### config.mk
export PLATFORM = sky130hd
export DESIGN_NAME = indent_style_detector_flat
export DESIGN_NICKNAME = d
export VERILOG_FILES = /design/src/rtl/isd_pkg.sv /design/src/rtl/isd_if.sv /design/src/rtl/indent_style_detector.sv /design/src/flat_wrapper.sv
export VERILOG_INCLUDE_DIRS = /design/src /design/src/rtl
export SDC_FILE = /design/constraint.sdc
export NUM_CORES = 1
export LEC_CHECK = 0
export ABC_AREA = 0
export BUFFER_PORTS_ARGS = -buffer_cell sky130_fd_sc_hd__buf_2
export CAP_MARGIN = 40
export CELL_PAD_IN_SITES_DETAIL_PLACEMENT = 0
export CELL_PAD_IN_SITES_GLOBAL_PLACEMENT = 2
export CORE_UTILIZATION = 30
export DETAILED_ROUTE_END_ITERATION = 7
export PLACE_DENSITY_LB_ADDON = 0.05
export SETUP_SLACK_MARGIN = 0.2
export SLEW_MARGIN = 20
export SYNTH_ARGS = -nofsm -noshare
export SYNTH_HDL_FRONTEND = slang
export SYNTH_SLANG_ARGS = --single-unit
### constraint.sdc
create_clock -name clock -period 14.93 [get_ports clock]
set_input_delay 0.7465 -clock clock [delete_from_list [all_inputs] [get_ports clock]]
set_output_delay 0.7465 -clock clock [all_outputs]
set_load 0.01 [all_outputs]
### src/rtl/assert_macros.svh
// assert_macros.svh: assertion shorthands shared by the RTL files.
// Depends on nothing; included by the files that carry assertions.
`ifndef ASSERT_MACROS_SVH
`define ASSERT_MACROS_SVH

// Property checked at every edge outside reset.
`define ASSERT_RST(label, clk, rst, prop, msg) \
   label: assert property (@(posedge clk) disable iff (rst) prop) else $error(msg);

// Property checked in the cycle after its trigger, outside reset.
`define ASSERT_NEXT(label, clk, rst, trig, prop, msg) \
   label: assert property (@(posedge clk) disable iff (rst) (trig) |=> (prop)) else $error(msg);

`endif

### src/rtl/isd_pkg.sv
// isd_pkg: types and constants of the indent style detector.
// No dependencies; imported by the detector top level.
`timescale 1ns / 1ps
`default_nettype none

package isd_pkg;

   // Character codes examined by the line scanner
   localparam logic [7:0] CH_NL     = 8'd10;
   localparam logic [7:0] CH_TAB    = 8'd9;
   localparam logic [7:0] CH_SPACE  = 8'd32;
   localparam logic [7:0] CH_HASH   = 8'd35;
   localparam logic [7:0] CH_STAR   = 8'd42;
   localparam logic [7:0] CH_SLASH  = 8'd47;
   localparam logic [7:0] CH_BSLASH = 8'd92;

   localparam logic [7:0] COUNT_MAX   = 8'hFF;
   localparam logic [7:0] LONG_SPACES = 8'd8;
   localparam int         TAB_SHIFT   = 3;

   localparam logic [1:0] STYLE_SPACES = 2'd0;
   localparam logic [1:0] STYLE_TABS   = 2'd1;
   localparam logic [1:0] STYLE_MIXED  = 2'd2;
   localparam logic [3:0] DEFAULT_WIDTH = 4'd4;

   typedef enum logic [2:0] {
      CL_NOIND = 3'd0,
      CL_LONG  = 3'd1,
      CL_TAB   = 3'd2,
      CL_MIXED = 3'd3,
      CL_SHORT = 3'd4,
      CL_IGN   = 3'd5
   } class_type;

   typedef enum logic [3:0] {
      PH_START = 4'b0001,
      PH_WS    = 4'b0010,
      PH_SLASH = 4'b0100,
      PH_REST  = 4'b1000
   } phase_type;

   typedef enum logic [3:0] {
      ST_RUN   = 4'b0001,
      ST_SCAN  = 4'b0010,
      ST_DRAIN = 4'b0100,
      ST_EMIT  = 4'b1000
   } state_type;

   typedef struct packed {
      phase_type  phase;
      class_type  cls;
      logic [7:0] spc;
      logic [7:0] tabs;
   } line_type;

endpackage

`default_nettype wire

### src/rtl/isd_if.sv
// isd_if: valid/ready channels of the indent style detector.
// isd_req_if carries text bytes, isd_rsp_if carries the detected style.
`timescale 1ns / 1ps
`default_nettype none

interface isd_req_if;
   logic       valid;
   logic       ready;
   logic [7:0] text_byte;
   logic       last_byte;

   modport source (output valid, output text_byte, output last_byte, input ready);
   modport sink   (input valid, input text_byte, input last_byte, output ready);
endinterface

interface isd_rsp_if;
   logic       valid;
   logic       ready;
   logic [1:0] indent_style;
   logic [3:0] indent_width;

   modport source (output valid, output indent_style, output indent_width, input ready);
   modport sink   (input valid, input indent_style, input indent_width, output ready);
endinterface

`default_nettype wire

### src/rtl/indent_style_detector.sv
// indent_style_detector: finds the indentation style of a text stream.
// Depends on isd_pkg, isd_if.sv and assert_macros.svh.
// Usage: req_chan takes one text byte per item with last_byte marking the
// final byte of a text. rsp_chan gives one item per text: indent_style
// (0 spaces, 1 tabs, 2 mixed) and indent_width in columns.
// Throughput: one byte per cycle while a text streams in. Line-pair step
// counts live in a small synchronous RAM, one entry per step value holding
// the space and the mixed count; each line end that counts a step reads
// its entry and writes it back incremented on the next cycle, with
// read-during-write bypass. After the last byte the block scans the RAM,
// one entry per cycle, and zeroes each entry behind the scan; req_chan
// stays not ready until the result has been loaded for output. Bytes of
// the next text are taken while the result waits in its output register;
// a stalled receiver only holds the block at the end of the following
// text.
// Reset (synchronous) clears the line state, the tab score, the output
// valid and the per-entry valid bits of the RAM.
`timescale 1ns / 1ps
`default_nettype none
`include "assert_macros.svh"

module indent_style_detector
   import isd_pkg::*;
#(
   parameter int MAX_STEP   = 8,
   parameter int SCORE_BITS = 20
) (
   input  wire         clock,
   input  wire         reset,
   isd_req_if.sink     req_chan,
   isd_rsp_if.source   rsp_chan
);

   localparam int NBINS  = MAX_STEP - 1;
   localparam int BIN_AW = $clog2(NBINS);
   localparam int SB     = SCORE_BITS;
   localparam int WW     = SCORE_BITS + 4;

   typedef logic [SB-1:0] score_type;

   // ---------------------------------------------------------------- functions
   function automatic class_type classify(line_type s);
      class_type c;
      if (s.tabs != 8'd0 && s.spc != 8'd0)
         c = (s.spc >= LONG_SPACES) ? CL_IGN : CL_MIXED;
      else if (s.tabs != 8'd0)
         c = CL_TAB;
      else
         c = (s.spc < LONG_SPACES) ? CL_SHORT : CL_LONG;
      return c;
   endfunction

   function automatic line_type count_blank(line_type s, logic [7:0] b);
      line_type r;
      r = s;
      if (b == CH_SPACE && s.spc != COUNT_MAX)
         r.spc = s.spc + 8'd1;
      if (b == CH_TAB && s.tabs != COUNT_MAX)
         r.tabs = s.tabs + 8'd1;
      return r;
   endfunction

   function automatic line_type feed_fn(line_type s, logic cont, logic [7:0] b);
      line_type r;
      logic     blank;
      r     = s;
      blank = (b == CH_SPACE) || (b == CH_TAB);
      unique case (s.phase)
         PH_START: begin
            if (cont) begin
               r.phase = PH_REST;
            end else if (b == CH_NL) begin
               r.cls = CL_IGN;
            end else if (!blank) begin
               r.cls   = CL_NOIND;
               r.spc   = 8'd0;
               r.tabs  = 8'd0;
               r.phase = PH_REST;
            end else begin
               r.spc   = 8'd0;
               r.tabs  = 8'd0;
               r       = count_blank(r, b);
               r.phase = PH_WS;
            end
         end
         PH_WS: begin
            if (blank) begin
               r = count_blank(s, b);
            end else if (b == CH_STAR || b == CH_HASH || b == CH_NL) begin
               r.cls   = CL_IGN;
               r.phase = PH_REST;
            end else if (b == CH_SLASH) begin
               r.phase = PH_SLASH;
            end else begin
               r.cls   = classify(s);
               r.phase = PH_REST;
            end
         end
         PH_SLASH: begin
            r.cls   = (b == CH_STAR) ? CL_IGN : classify(s);
            r.phase = PH_REST;
         end
         PH_REST: r = s;
         default: r = s;
      endcase
      return r;
   endfunction

   function automatic logic step_ok(logic signed [12:0] d);
      return (d >= 13'sd2) && (d <= 13'(MAX_STEP));
   endfunction

   function automatic score_type sat_inc(score_type v);
      return (v == '1) ? v : v + score_type'(1);
   endfunction

   // 10 * v > 11 * n is the same test as v > floor(11n / 10)
   function automatic logic beats(score_type v, score_type n);
      logic [WW-1:0] vx, nx, lhs, rhs;
      vx  = WW'(v);
      nx  = WW'(n);
      lhs = (vx << 3) + (vx << 1);
      rhs = (nx << 3) + (nx << 1) + nx;
      return lhs > rhs;
   endfunction

   // ---------------------------------------------------------------- registers
   state_type          state_ff;
   line_type           line_ff;
   class_type          prev_cls_ff;
   logic [7:0]         prev_spc_ff, prev_tabs_ff;
   logic               bs_ff, cont_ff;
   score_type          tab_ff;

   logic [2*SB-1:0]    bin_mem [NBINS];
   logic [NBINS-1:0]   bin_vld_ff;
   logic [2*SB-1:0]    rd_data_ff;

   logic               upd_valid_ff, upd_space_ff, upd_mixed_ff;
   logic [BIN_AW-1:0]  upd_addr_ff;

   logic [BIN_AW-1:0]  scan_addr_ff, scan_proc_addr_ff;
   logic               scan_pend_ff;
   score_type          smax_ff, mmax_ff, best_s_ff, best_m_ff;
   logic [3:0]         width_s_ff, width_m_ff;
   logic               found_s_ff, found_m_ff;

   logic               rsp_valid_ff;
   logic [1:0]         style_ff;
   logic [3:0]         width_ff;

   // ---------------------------------------------------------------- byte path
   logic               accept, is_nl, line_end;
   line_type           line_fed, line_in;
   class_type          cls_end;

   assign accept   = req_chan.valid && req_chan.ready;
   assign is_nl    = (req_chan.text_byte == CH_NL);
   assign line_end = accept && (is_nl || req_chan.last_byte);
   assign line_fed = feed_fn(line_ff, cont_ff, req_chan.text_byte);

   // A final byte that is not a newline closes its line as a newline would
   always_comb begin
      cls_end = line_fed.cls;
      if (!is_nl) begin
         if (line_fed.phase == PH_WS)
            cls_end = CL_IGN;
         else if (line_fed.phase == PH_SLASH)
            cls_end = classify(line_fed);
      end
   end

   always_comb begin
      line_in = line_fed;
      if (is_nl) begin
         line_in.phase = PH_START;
      end
   end

   // ---------------------------------------------------------------- pair rules
   logic signed [12:0] cs, ct, ps, pt, d_sp, d_tm, d_mt, bin_d;
   logic               pr_tab, pr_space, pr_mixed;
   logic [BIN_AW-1:0]  pair_addr;

   always_comb begin
      cs   = $signed({5'd0, line_fed.spc});
      ct   = $signed({5'd0, line_fed.tabs});
      ps   = $signed({5'd0, prev_spc_ff});
      pt   = $signed({5'd0, prev_tabs_ff});
      d_sp = cs - ps;
      d_tm = (ct <<< TAB_SHIFT) - ps;
      d_mt = (13'sd1 <<< TAB_SHIFT) - ps;
      pr_tab   = 1'b0;
      pr_space = 1'b0;
      pr_mixed = 1'b0;
      bin_d    = d_sp;
      priority if (cls_end == CL_TAB && (prev_cls_ff == CL_TAB || prev_cls_ff == CL_NOIND)) begin
         pr_tab = (ct - pt == 13'sd1);
      end else if (cls_end == CL_NOIND && (prev_cls_ff == CL_LONG
                   || prev_cls_ff == CL_SHORT || prev_cls_ff == CL_NOIND)) begin
         pr_space = step_ok(d_sp);
      end else if (cls_end == CL_SHORT && (prev_cls_ff == CL_SHORT
                   || prev_cls_ff == CL_NOIND)) begin
         pr_space = step_ok(d_sp);
         pr_mixed = step_ok(d_sp);
      end else if (prev_cls_ff == CL_SHORT && cls_end == CL_TAB) begin
         bin_d    = d_tm;
         pr_mixed = step_ok(d_tm);
      end else if (prev_cls_ff == CL_TAB && cls_end == CL_MIXED) begin
         bin_d    = cs;
         pr_mixed = (pt == ct) && step_ok(cs);
      end else if (prev_cls_ff == CL_MIXED && cls_end == CL_TAB) begin
         bin_d    = d_mt;
         pr_mixed = (pt + 13'sd1 == ct) && step_ok(d_mt);
      end else begin
         pr_tab = 1'b0;
      end
   end

   assign pair_addr = BIN_AW'(bin_d - 13'sd2);

   // ---------------------------------------------------------------- step RAM
   logic               wr_en;
   logic [BIN_AW-1:0]  wr_addr, rd_addr;
   logic [2*SB-1:0]    wr_data;
   score_type          old_s, old_m;

   assign old_s   = rd_data_ff[SB-1:0];
   assign old_m   = rd_data_ff[2*SB-1:SB];
   assign wr_en   = upd_valid_ff || scan_pend_ff;
   assign wr_addr = upd_valid_ff ? upd_addr_ff : scan_proc_addr_ff;
   assign wr_data = upd_valid_ff
                    ? {(upd_mixed_ff ? sat_inc(old_m) : old_m),
                       (upd_space_ff ? sat_inc(old_s) : old_s)}
                    : '0;
   assign rd_addr = (state_ff == ST_SCAN) ? scan_addr_ff : pair_addr;

   always_ff @(posedge clock) begin
      if (wr_en) begin
         bin_mem[wr_addr] <= wr_data;
      end
      // bypass a write to the entry being read; unwritten entries read as zero
      if (wr_en && wr_addr == rd_addr)
         rd_data_ff <= wr_data;
      else if (bin_vld_ff[rd_addr])
         rd_data_ff <= bin_mem[rd_addr];
      else
         rd_data_ff <= '0;
   end

   always_ff @(posedge clock) begin
      if (reset) begin
         bin_vld_ff <= '0;
      end else if (wr_en) begin
         bin_vld_ff[wr_addr] <= 1'b1;
      end
   end

   // ---------------------------------------------------------------- scan
   logic [3:0]         step_now;
   logic               s_beats, m_beats;
   logic [1:0]         style_in;
   logic [3:0]         width_in;
   logic               rsp_load;

   assign step_now = 4'(32'(scan_proc_addr_ff) + 32'd2);
   assign s_beats  = beats(old_s, best_s_ff);
   assign m_beats  = beats(old_m, best_m_ff);

   always_comb begin
      style_in = STYLE_SPACES;
      width_in = DEFAULT_WIDTH;
      priority if (smax_ff >= mmax_ff && smax_ff > tab_ff) begin
         if (found_s_ff)
            width_in = width_s_ff;
      end else if (tab_ff > mmax_ff && tab_ff > smax_ff) begin
         style_in = STYLE_TABS;
      end else if (mmax_ff >= tab_ff && mmax_ff > smax_ff) begin
         if (found_m_ff) begin
            style_in = STYLE_MIXED;
            width_in = width_m_ff;
         end
      end else begin
         style_in = STYLE_SPACES;
      end
   end

   assign rsp_load = (state_ff == ST_EMIT) && (!rsp_valid_ff || rsp_chan.ready);

   // ---------------------------------------------------------------- control
   always_ff @(posedge clock) begin
      if (reset) begin
         state_ff      <= ST_RUN;
         line_ff       <= '{phase: PH_START, cls: CL_IGN, spc: 8'd0, tabs: 8'd0};
         prev_cls_ff   <= CL_IGN;
         prev_spc_ff   <= 8'd0;
         prev_tabs_ff  <= 8'd0;
         bs_ff         <= 1'b0;
         cont_ff       <= 1'b0;
         tab_ff        <= '0;
         upd_valid_ff  <= 1'b0;
         scan_pend_ff  <= 1'b0;
         rsp_valid_ff  <= 1'b0;
      end else begin
         upd_valid_ff <= line_end && (pr_space || pr_mixed);
         scan_pend_ff <= (state_ff == ST_SCAN);

         if (accept) begin
            bs_ff <= (req_chan.text_byte == CH_BSLASH);
            if (line_end && pr_tab)
               tab_ff <= sat_inc(tab_ff);
            if (req_chan.last_byte) begin
               // the text is done: restart line tracking for the next one
               line_ff      <= '{phase: PH_START, cls: CL_IGN, spc: 8'd0, tabs: 8'd0};
               prev_cls_ff  <= CL_IGN;
               prev_spc_ff  <= 8'd0;
               prev_tabs_ff <= 8'd0;
               bs_ff        <= 1'b0;
               cont_ff      <= 1'b0;
               state_ff     <= ST_SCAN;
            end else begin
               line_ff <= line_in;
               if (is_nl) begin
                  prev_cls_ff  <= cls_end;
                  prev_spc_ff  <= line_fed.spc;
                  prev_tabs_ff <= line_fed.tabs;
                  cont_ff      <= bs_ff;
               end
            end
         end

         unique case (state_ff)
            ST_RUN:   ;
            ST_SCAN:  if (scan_addr_ff == '0) state_ff <= ST_DRAIN;
            ST_DRAIN: state_ff <= ST_EMIT;
            ST_EMIT: begin
               if (rsp_load) begin
                  tab_ff   <= '0;
                  state_ff <= ST_RUN;
               end
            end
            default:  state_ff <= ST_RUN;
         endcase

         if (rsp_load)
            rsp_valid_ff <= 1'b1;
         else if (rsp_chan.ready)
            rsp_valid_ff <= 1'b0;
      end
   end

   // payload registers of the update, the scan and the response
   always_ff @(posedge clock) begin
      upd_addr_ff       <= pair_addr;
      upd_space_ff      <= pr_space;
      upd_mixed_ff      <= pr_mixed;
      scan_proc_addr_ff <= scan_addr_ff;

      if (accept && req_chan.last_byte) begin
         scan_addr_ff <= BIN_AW'(NBINS - 1);
         smax_ff      <= '0;
         mmax_ff      <= '0;
         best_s_ff    <= '0;
         best_m_ff    <= '0;
         width_s_ff   <= DEFAULT_WIDTH;
         width_m_ff   <= DEFAULT_WIDTH;
         found_s_ff   <= 1'b0;
         found_m_ff   <= 1'b0;
      end else if (state_ff == ST_SCAN && scan_addr_ff != '0) begin
         scan_addr_ff <= scan_addr_ff - BIN_AW'(1);
      end

      // steps arrive from the widest down; a narrower one must lead by over 10%
      if (scan_pend_ff) begin
         if (old_s > smax_ff) smax_ff <= old_s;
         if (old_m > mmax_ff) mmax_ff <= old_m;
         if (s_beats) begin
            best_s_ff  <= old_s;
            width_s_ff <= step_now;
            found_s_ff <= 1'b1;
         end
         if (m_beats) begin
            best_m_ff  <= old_m;
            width_m_ff <= step_now;
            found_m_ff <= 1'b1;
         end
      end

      if (rsp_load) begin
         style_ff <= style_in;
         width_ff <= width_in;
      end
   end

   assign req_chan.ready        = (state_ff == ST_RUN);
   assign rsp_chan.valid        = rsp_valid_ff;
   assign rsp_chan.indent_style = style_ff;
   assign rsp_chan.indent_width = width_ff;

   // ---------------------------------------------------------------- checks
   `ASSERT_RST(a_one_writer, clock, reset,
      !(upd_valid_ff && scan_pend_ff), "RAM write port clash")
   `ASSERT_NEXT(a_last_scans, clock, reset, accept && req_chan.last_byte,
      state_ff == ST_SCAN, "last item did not start scan")
   `ASSERT_RST(a_scan_data, clock, reset,
      scan_pend_ff |-> (state_ff == ST_SCAN || state_ff == ST_DRAIN),
      "scan data outside scan")
   `ASSERT_RST(a_rsp_source, clock, reset,
      $rose(rsp_valid_ff) |-> $past(state_ff == ST_EMIT), "result raised outside emit")

endmodule

`default_nettype wire
### src/flat_wrapper.sv
// flat-port wrapper written by rule: the top's interface ports become plain ports
module indent_style_detector_flat import isd_pkg::*;
#(
   parameter int MAX_STEP   = 8,
   parameter int SCORE_BITS = 20
)
  (clock, reset, req_chan_valid, req_chan_text_byte, req_chan_last_byte, req_chan_ready, rsp_chan_valid, rsp_chan_indent_style, rsp_chan_indent_width, rsp_chan_ready);
  isd_req_if req_chan_i ();
  isd_rsp_if rsp_chan_i ();
  input  wire clock;
  input  wire reset;
  input wire logic [$bits(req_chan_i.valid)-1:0] req_chan_valid;
  input wire logic [$bits(req_chan_i.text_byte)-1:0] req_chan_text_byte;
  input wire logic [$bits(req_chan_i.last_byte)-1:0] req_chan_last_byte;
  output wire logic [$bits(req_chan_i.ready)-1:0] req_chan_ready;
  output wire logic [$bits(rsp_chan_i.valid)-1:0] rsp_chan_valid;
  output wire logic [$bits(rsp_chan_i.indent_style)-1:0] rsp_chan_indent_style;
  output wire logic [$bits(rsp_chan_i.indent_width)-1:0] rsp_chan_indent_width;
  input wire logic [$bits(rsp_chan_i.ready)-1:0] rsp_chan_ready;
  assign req_chan_i.valid = req_chan_valid;
  assign req_chan_i.text_byte = req_chan_text_byte;
  assign req_chan_i.last_byte = req_chan_last_byte;
  assign req_chan_ready = req_chan_i.ready;
  assign rsp_chan_valid = rsp_chan_i.valid;
  assign rsp_chan_indent_style = rsp_chan_i.indent_style;
  assign rsp_chan_indent_width = rsp_chan_i.indent_width;
  assign rsp_chan_i.ready = rsp_chan_ready;
  indent_style_detector #(.MAX_STEP(MAX_STEP), .SCORE_BITS(SCORE_BITS)) u_core (.clock(clock), .reset(reset), .req_chan(req_chan_i), .rsp_chan(rsp_chan_i));
endmodule
# Word level (Yosys, flattened, before mapping)
# Memory sizes are Yosys's and may differ from the RTL's.
# Index checks and enable logic that the tools add are counted.
[classes]
addsub = 19
magnitude_cmp = 25
eq_ne = 32
mux = 115
bitwise = 2
n_reduce_logical = 52
[op_table]
columns = ["op", "count"]
rows = [
  ["two-way mux 20 bit", 21],
  ["> comparator 20 bit", 6],
  ["two-way mux 40 bit", 3],
  ["adder 23 x 21 -> 24 bit", 4],
  ["two-way mux 4 bit", 19],
  ["two-way mux 3 bit", 24],
  ["adder 20 x 1 -> 20 bit, second input constant", 3],
  ["== test 20 bit, second input constant", 3],
  ["adder 24 x 20 -> 24 bit", 2],
  ["> comparator 24 bit", 2],
  ["two-way mux 8 bit", 6],
  ["two-way mux 23 bit", 2],
  [">= comparator 20 bit", 2],
  ["== test 8 x 6 -> 1 bit, second input constant", 4],
  ["two-way mux 16 bit", 2],
  ["one-hot mux 16 bit (2 select lines)", 1],
  ["nonzero test 8 bit", 4],
  ["two-way mux 1 bit", 29],
  ["logical AND 1 bit", 28],
  ["one-hot mux 7 bit (3 select lines)", 1],
  ["two-way mux 19 bit", 1],
  [">= comparator 9 x 3 -> 1 bit, second input constant", 2],
  ["less-or-equal comparator 9 x 5 -> 1 bit, second input constant", 2],
  ["subtractor 8 x 8 -> 9 bit", 2],
  ["43 further kinds", 72],
]
[word_totals]
register_bits = 225
ram_bits = 280
in_bits = 13
out_inout_bits = 8
elab_cells = 278
memories = 1
[mem_list]
columns = ["name", "depth", "width", "rd", "rd_ports_with_merged_regs", "wr", "line_no", "source"]
rows = [
  ["u_core.bin_mem", 7, 40, 1, 0, 1, "indent_style_detector.sv:135", "logic [2*SB-1:0] bin_mem [NBINS];"],
]

# Depth between registers and ports, before layout
[logic_depth]
word_depth = 27
depth_mapped = 29
depth_no_buf = 27

# Worst setup path before layout
# No wires, ideal clock.
[synth_timing]
path_type = "register to register"
startpoint = "register u_core.best_s_ff[3]"
endpoint = "register u_core.best_s_ff[10]"
setup_time_ns = 0.074
arrival_ns = 5.519
required_ns = 14.856
slack_ns = 9.337
path_stages_with_launch = 26
n_path_buf = 1
synth_period_minus_slack_ns = 5.593
cell_sequence = "dfxtp_1 fa_1 ha_1 a21o_1 a21oi_1 o21ai_0 a21oi_1 o21ai_0 a21oi_1 o21ai_0 a2111oi_0 o31ai_1 o31a_1 o311a_1 o21ai_0 nand2b_1 xnor2_1 ha_1 nand4_1 nor2_1 a221o_1 a21o_1 a21oi_1 nor2_1 clkbuf_1 mux2i_1"
[synth_between]
elab_chain_cells = 5
[synth_rtl]
columns = ["item", "line_no", "source"]
rows = [
  ["start, declared", "indent_style_detector.sv:144", "score_type smax_ff, mmax_ff, best_s_ff, best_m_ff;"],
  ["start signal, assigned", "indent_style_detector.sv:378", "best_s_ff <= old_s;"],
  ["adder 23 x 21 -> 24 bit", "indent_style_detector.sv:123", "rhs = (nx << 3) + (nx << 1) + nx;"],
  ["adder 24 x 20 -> 24 bit (*)", "indent_style_detector.sv:123", ""],
  ["> comparator 24 bit (*)", "indent_style_detector.sv:124", "return lhs > rhs;"],
  ["two-way mux 20 bit (*)", "indent_style_detector.sv:377", "if (s_beats) begin"],
  ["two-way mux 20 bit (*)", "indent_style_detector.sv:374", "if (scan_pend_ff) begin"],
]
# Every way passes the cells marked *; elsewhere a longest branch is shown, timed or not.
# A chain may end at the register's enable or synchronous reset.

# Worst setup path in the final report
[layout_timing]
startpoint = "register u_core.best_m_ff[2]"
endpoint = "register u_core.width_m_ff[2]"
[layout_between]
elab_chain_cells = 5
[layout_rtl]
columns = ["item", "line_no", "source"]
rows = [
  ["start, declared", "indent_style_detector.sv:144", ""],
  ["start signal, assigned", "indent_style_detector.sv:383", "best_m_ff <= old_m;"],
  ["adder 23 x 21 -> 24 bit", "indent_style_detector.sv:123", ""],
  ["adder 24 x 20 -> 24 bit (*)", "indent_style_detector.sv:123", ""],
  ["> comparator 24 bit (*)", "indent_style_detector.sv:124", ""],
  ["two-way mux 4 bit (*)", "indent_style_detector.sv:382", "if (m_beats) begin"],
  ["two-way mux 4 bit (*)", "indent_style_detector.sv:374", ""],
  ["end signal, assigned", "indent_style_detector.sv:384", "width_m_ff <= step_now;"],
  ["end, declared", "indent_style_detector.sv:145", "logic [3:0] width_s_ff, width_m_ff;"],
]
# Marked as above.

==> reports/qor.txt <==
final worst path period share -> 41.7%
status -> finished clean
Worst setup EP type -> flop
ant diodes -> 0
Slew @ Worst Pin -> 0.864 ns
placed insts -> 4232
vias in the first global route -> 22500
Worst slew margin -> 42.0%
Starting DRT DRC Count -> 1104
fillers -> 10100
H-Tree Depth -> 2
Layout Cells excl Fill -> 4349
first-pass GRT wire length -> 142 mm
Synth top cells by count -> edfxtp_1, ha_1, nand2_1
Synth top area share -> 28.3%
post-synth cell types -> 105
Worst EP required -> 15.52 ns
DR DRC count -> 0
WL per Instance -> 21.5 um
number of synthesized flops with an enable pin -> 286
Clock Latency Late Sink -> 0.68 ns
area growth from synthesis to layout -> 12.9%
gr usage total -> 18.4%
Max Cap Violations -> 0
Top FF cell, synth -> edfxtp_1
Period minus WS final -> 6.22 ns
Post-CTS Hold Fix Bufs -> 0
share of cells above drive strength 1 -> 10.6%
die outline area -> 103000 um^2
Yosys reg bits -> 505
net total in the final layout -> 3253
Tightest Hold Check Type -> flop to flop
RSZ-0062 raised after global routing -> false
initial antenna violation count -> 1
FFs w/ async S/R, synth -> 0%
final HPWL from detailed placement -> 67.5 mm
cell area after synthesis -> 30400 um^2
Mean Syn Cell Area -> 10.5 um^2
most frequent cell after synthesis -> edfxtp_1
Cells after Synth -> 2907
Initial Util -> 30.3%
quantity of gates resized following cts -> 0
die extent in y -> 320 um
leakage -> 13.3 nW
post-place setup slack -> 8.14 ns
Area contributors post-synth -> edfxtp_1, dfxtp_1, ha_1, xnor2_1, mux4_2
I/O Pins -> 21
die width -> 320 um
clock transition at the registers of the reported paths -> 0.06 ns
Mapped Nets -> 3220
register cell area after layout -> 13000 um^2
CTS tree -> yes
Synth area leader -> edfxtp_1
skew final -> 0.0579 ns
critical path peak fanout -> 49
setup tns final -> 0 ns
via count -> 21800
grt ovf -> 0
largest net degree at the start of global routing -> 70
number of setup buffers added after CTS -> 0
clk sinks -> 505
Multi-input gate area -> 16200 um^2
CP Launch Type -> flop
CTS Buffer Depth -> 3
Max Freq -> 0.161 GHz
Power Total -> 3.12 mW
Final Hold Vio Count -> 0
critical path class -> flop to flop
GPL Wtd Cong -> 0.830
Pre-Repair DR Iteration Count -> 5
Routed WL -> 93.5 mm
Power Dens Cells -> 90.9 nW/um^2
remaining antenna violation count -> 0
core area -> 100000 um^2
Max VDD drop -> 0.0856 mV
PnR worst setup slack -> 8.71 ns
Placement Rows -> 116
max-slew violation total from the final report -> 0
CP Data Arrival Time -> 6.81 ns
final core utilization -> 34.2%
Seq/Total Area, Yosys -> 42.7%
Num CTS Buffers -> 60
Syn. warnings -> 0
hold slack -> 0.374 ns
CTS root buf -> clkbuf_16
Placed Area -> 32200 um^2
setup violators final -> 0
Port Buf Inserts -> 20
vias per inst -> 5.02
Final Cell Area -> 34300 um^2
## final cells by class
| class | count | area share (%) |
|---|---|---|
| inverters | 201 | 2.20 |
| multi-input cells | 2095 | 47.3 |
| clock inverters | 47 | 1.47 |
| flip-flops and latches | 505 | 37.8 |
| repair buffers | 77 | 1.81 |
| well taps | 1357 | 4.94 |
| clock buffers | 67 | 4.51 |
## worst paths after layout
| path | from | to | slack [ns] | depth (start not counted) |
|---|---|---|---|---|
| setup / recovery | u_core.best_m_ff[2]$_DFF_P_ | u_core.width_m_ff[2]$_DFF_P_ | 8.71 | 27 |
| hold / removal | u_core.scan_addr_ff[0]$_SDFFE_PP0P_ | u_core.scan_proc_addr_ff[0]$_DFF_P_ | 0.37 | 0 |
| setup reg to reg | u_core.best_m_ff[2]$_DFF_P_ | u_core.width_m_ff[2]$_DFF_P_ | 8.71 | 27 |
| hold reg to reg | u_core.scan_addr_ff[0]$_SDFFE_PP0P_ | u_core.scan_proc_addr_ff[0]$_DFF_P_ | 0.37 | 0 |
## worst max-delay path, cell delays in order, from the launching register on
cell       delay, ns
dfxtp_1         0.48
fa_1            0.49
ha_1            0.29
a21o_1          0.10
a21oi_1         0.09
o21ai_0         0.16
a21oi_1         0.12
o21ai_0         0.18
a21oi_1         0.13
o21ai_0         0.16
a21oi_1         0.11
nand2b_1        0.19
a2111oi_0       0.74
nor3_1          0.19
o31ai_1         0.38
a21oi_1         0.13
xor2_1          0.16
ha_1            0.30
a21o_1          0.16
a21o_1          0.17
a21oi_1         0.15
o21ai_0         0.17
a21oi_1         0.17
o21ai_0         0.10
o211ai_1        0.10
buf_4           0.43
o21ai_0         0.15
o21ai_0         0.11
## cells in the final DEF, fill, tap and decap left out, types with 14 or more instances in the layout
cell type,instances
edfxtp_1,286
dfxtp_1,219
fa_1,40
nand2b_1,33
a21oi_1,171
xor2_1,32
buf_2,22
mux2i_1,74
ha_1,260
and3_1,21
inv_1,201
nor2_1,222
a211o_1,42
nand4_1,40
nand3_1,85
nand2_1,237
buf_4,46
clkbuf_16,60
o31ai_1,48
o21a_1,14
a22oi_1,18
nor2b_1,41
nor3_1,62
nor4_1,15
o21ai_0,136
xnor2_1,110
mux2_4,41
o211ai_1,16
o21bai_1,18
a21o_1,54
mux4_2,40
a31oi_1,17
## where the power goes
part           internal, mW  leakage [nW]  switching (mW)  total, mW
logic                0.0466          7.30          0.0938      0.140
clock network         0.888         0.984           0.628       1.52
registers              1.46          4.97         0.00742       1.47
total                  2.39          13.3           0.730       3.12
## sequential cells by signal (all words and copies together) (netlist names), 7 cells and up
| name | flops |
|---|---|
| u_core.best_s_ff | 20 |
| u_core.bin_mem | 280 |
| u_core.mmax_ff | 20 |
| u_core.tab_ff | 20 |
| u_core.prev_spc_ff | 8 |
| u_core.line_ff | 23 |
| u_core.rd_data_ff | 40 |
| u_core.smax_ff | 20 |
| u_core.bin_vld_ff | 7 |
| u_core.prev_tabs_ff | 8 |
| u_core.best_m_ff | 20 |
## cell families (layout without fill, tap and decap cells)
group	Yosys count	after routing	synth area share [%]
adder cells (fa/ha/maj)	300	300	13.3
XOR/XNOR	144	144	4.24
multiplexers	158	158	7.57
buffers and inverters	307	392	4.32
flip-flops	505	505	42.7
AO/OA/AOI/OAI	634	634	13.9
AND/OR/NAND/NOR	859	859	13.9
## per-layer routing
layer / global-route usage, % / vias to the layer above / share of wire [%]
met5: 0 / - / 0
met4: 5.53 / 0 / 2.9
met3: 2.24 / 125 / 2.4
met2: 33.9 / 290 / 51
met1: 22.1 / 10700 / 44
li1: - / 10700 / -
Note: power is estimated with default switching activity, not from simulation.
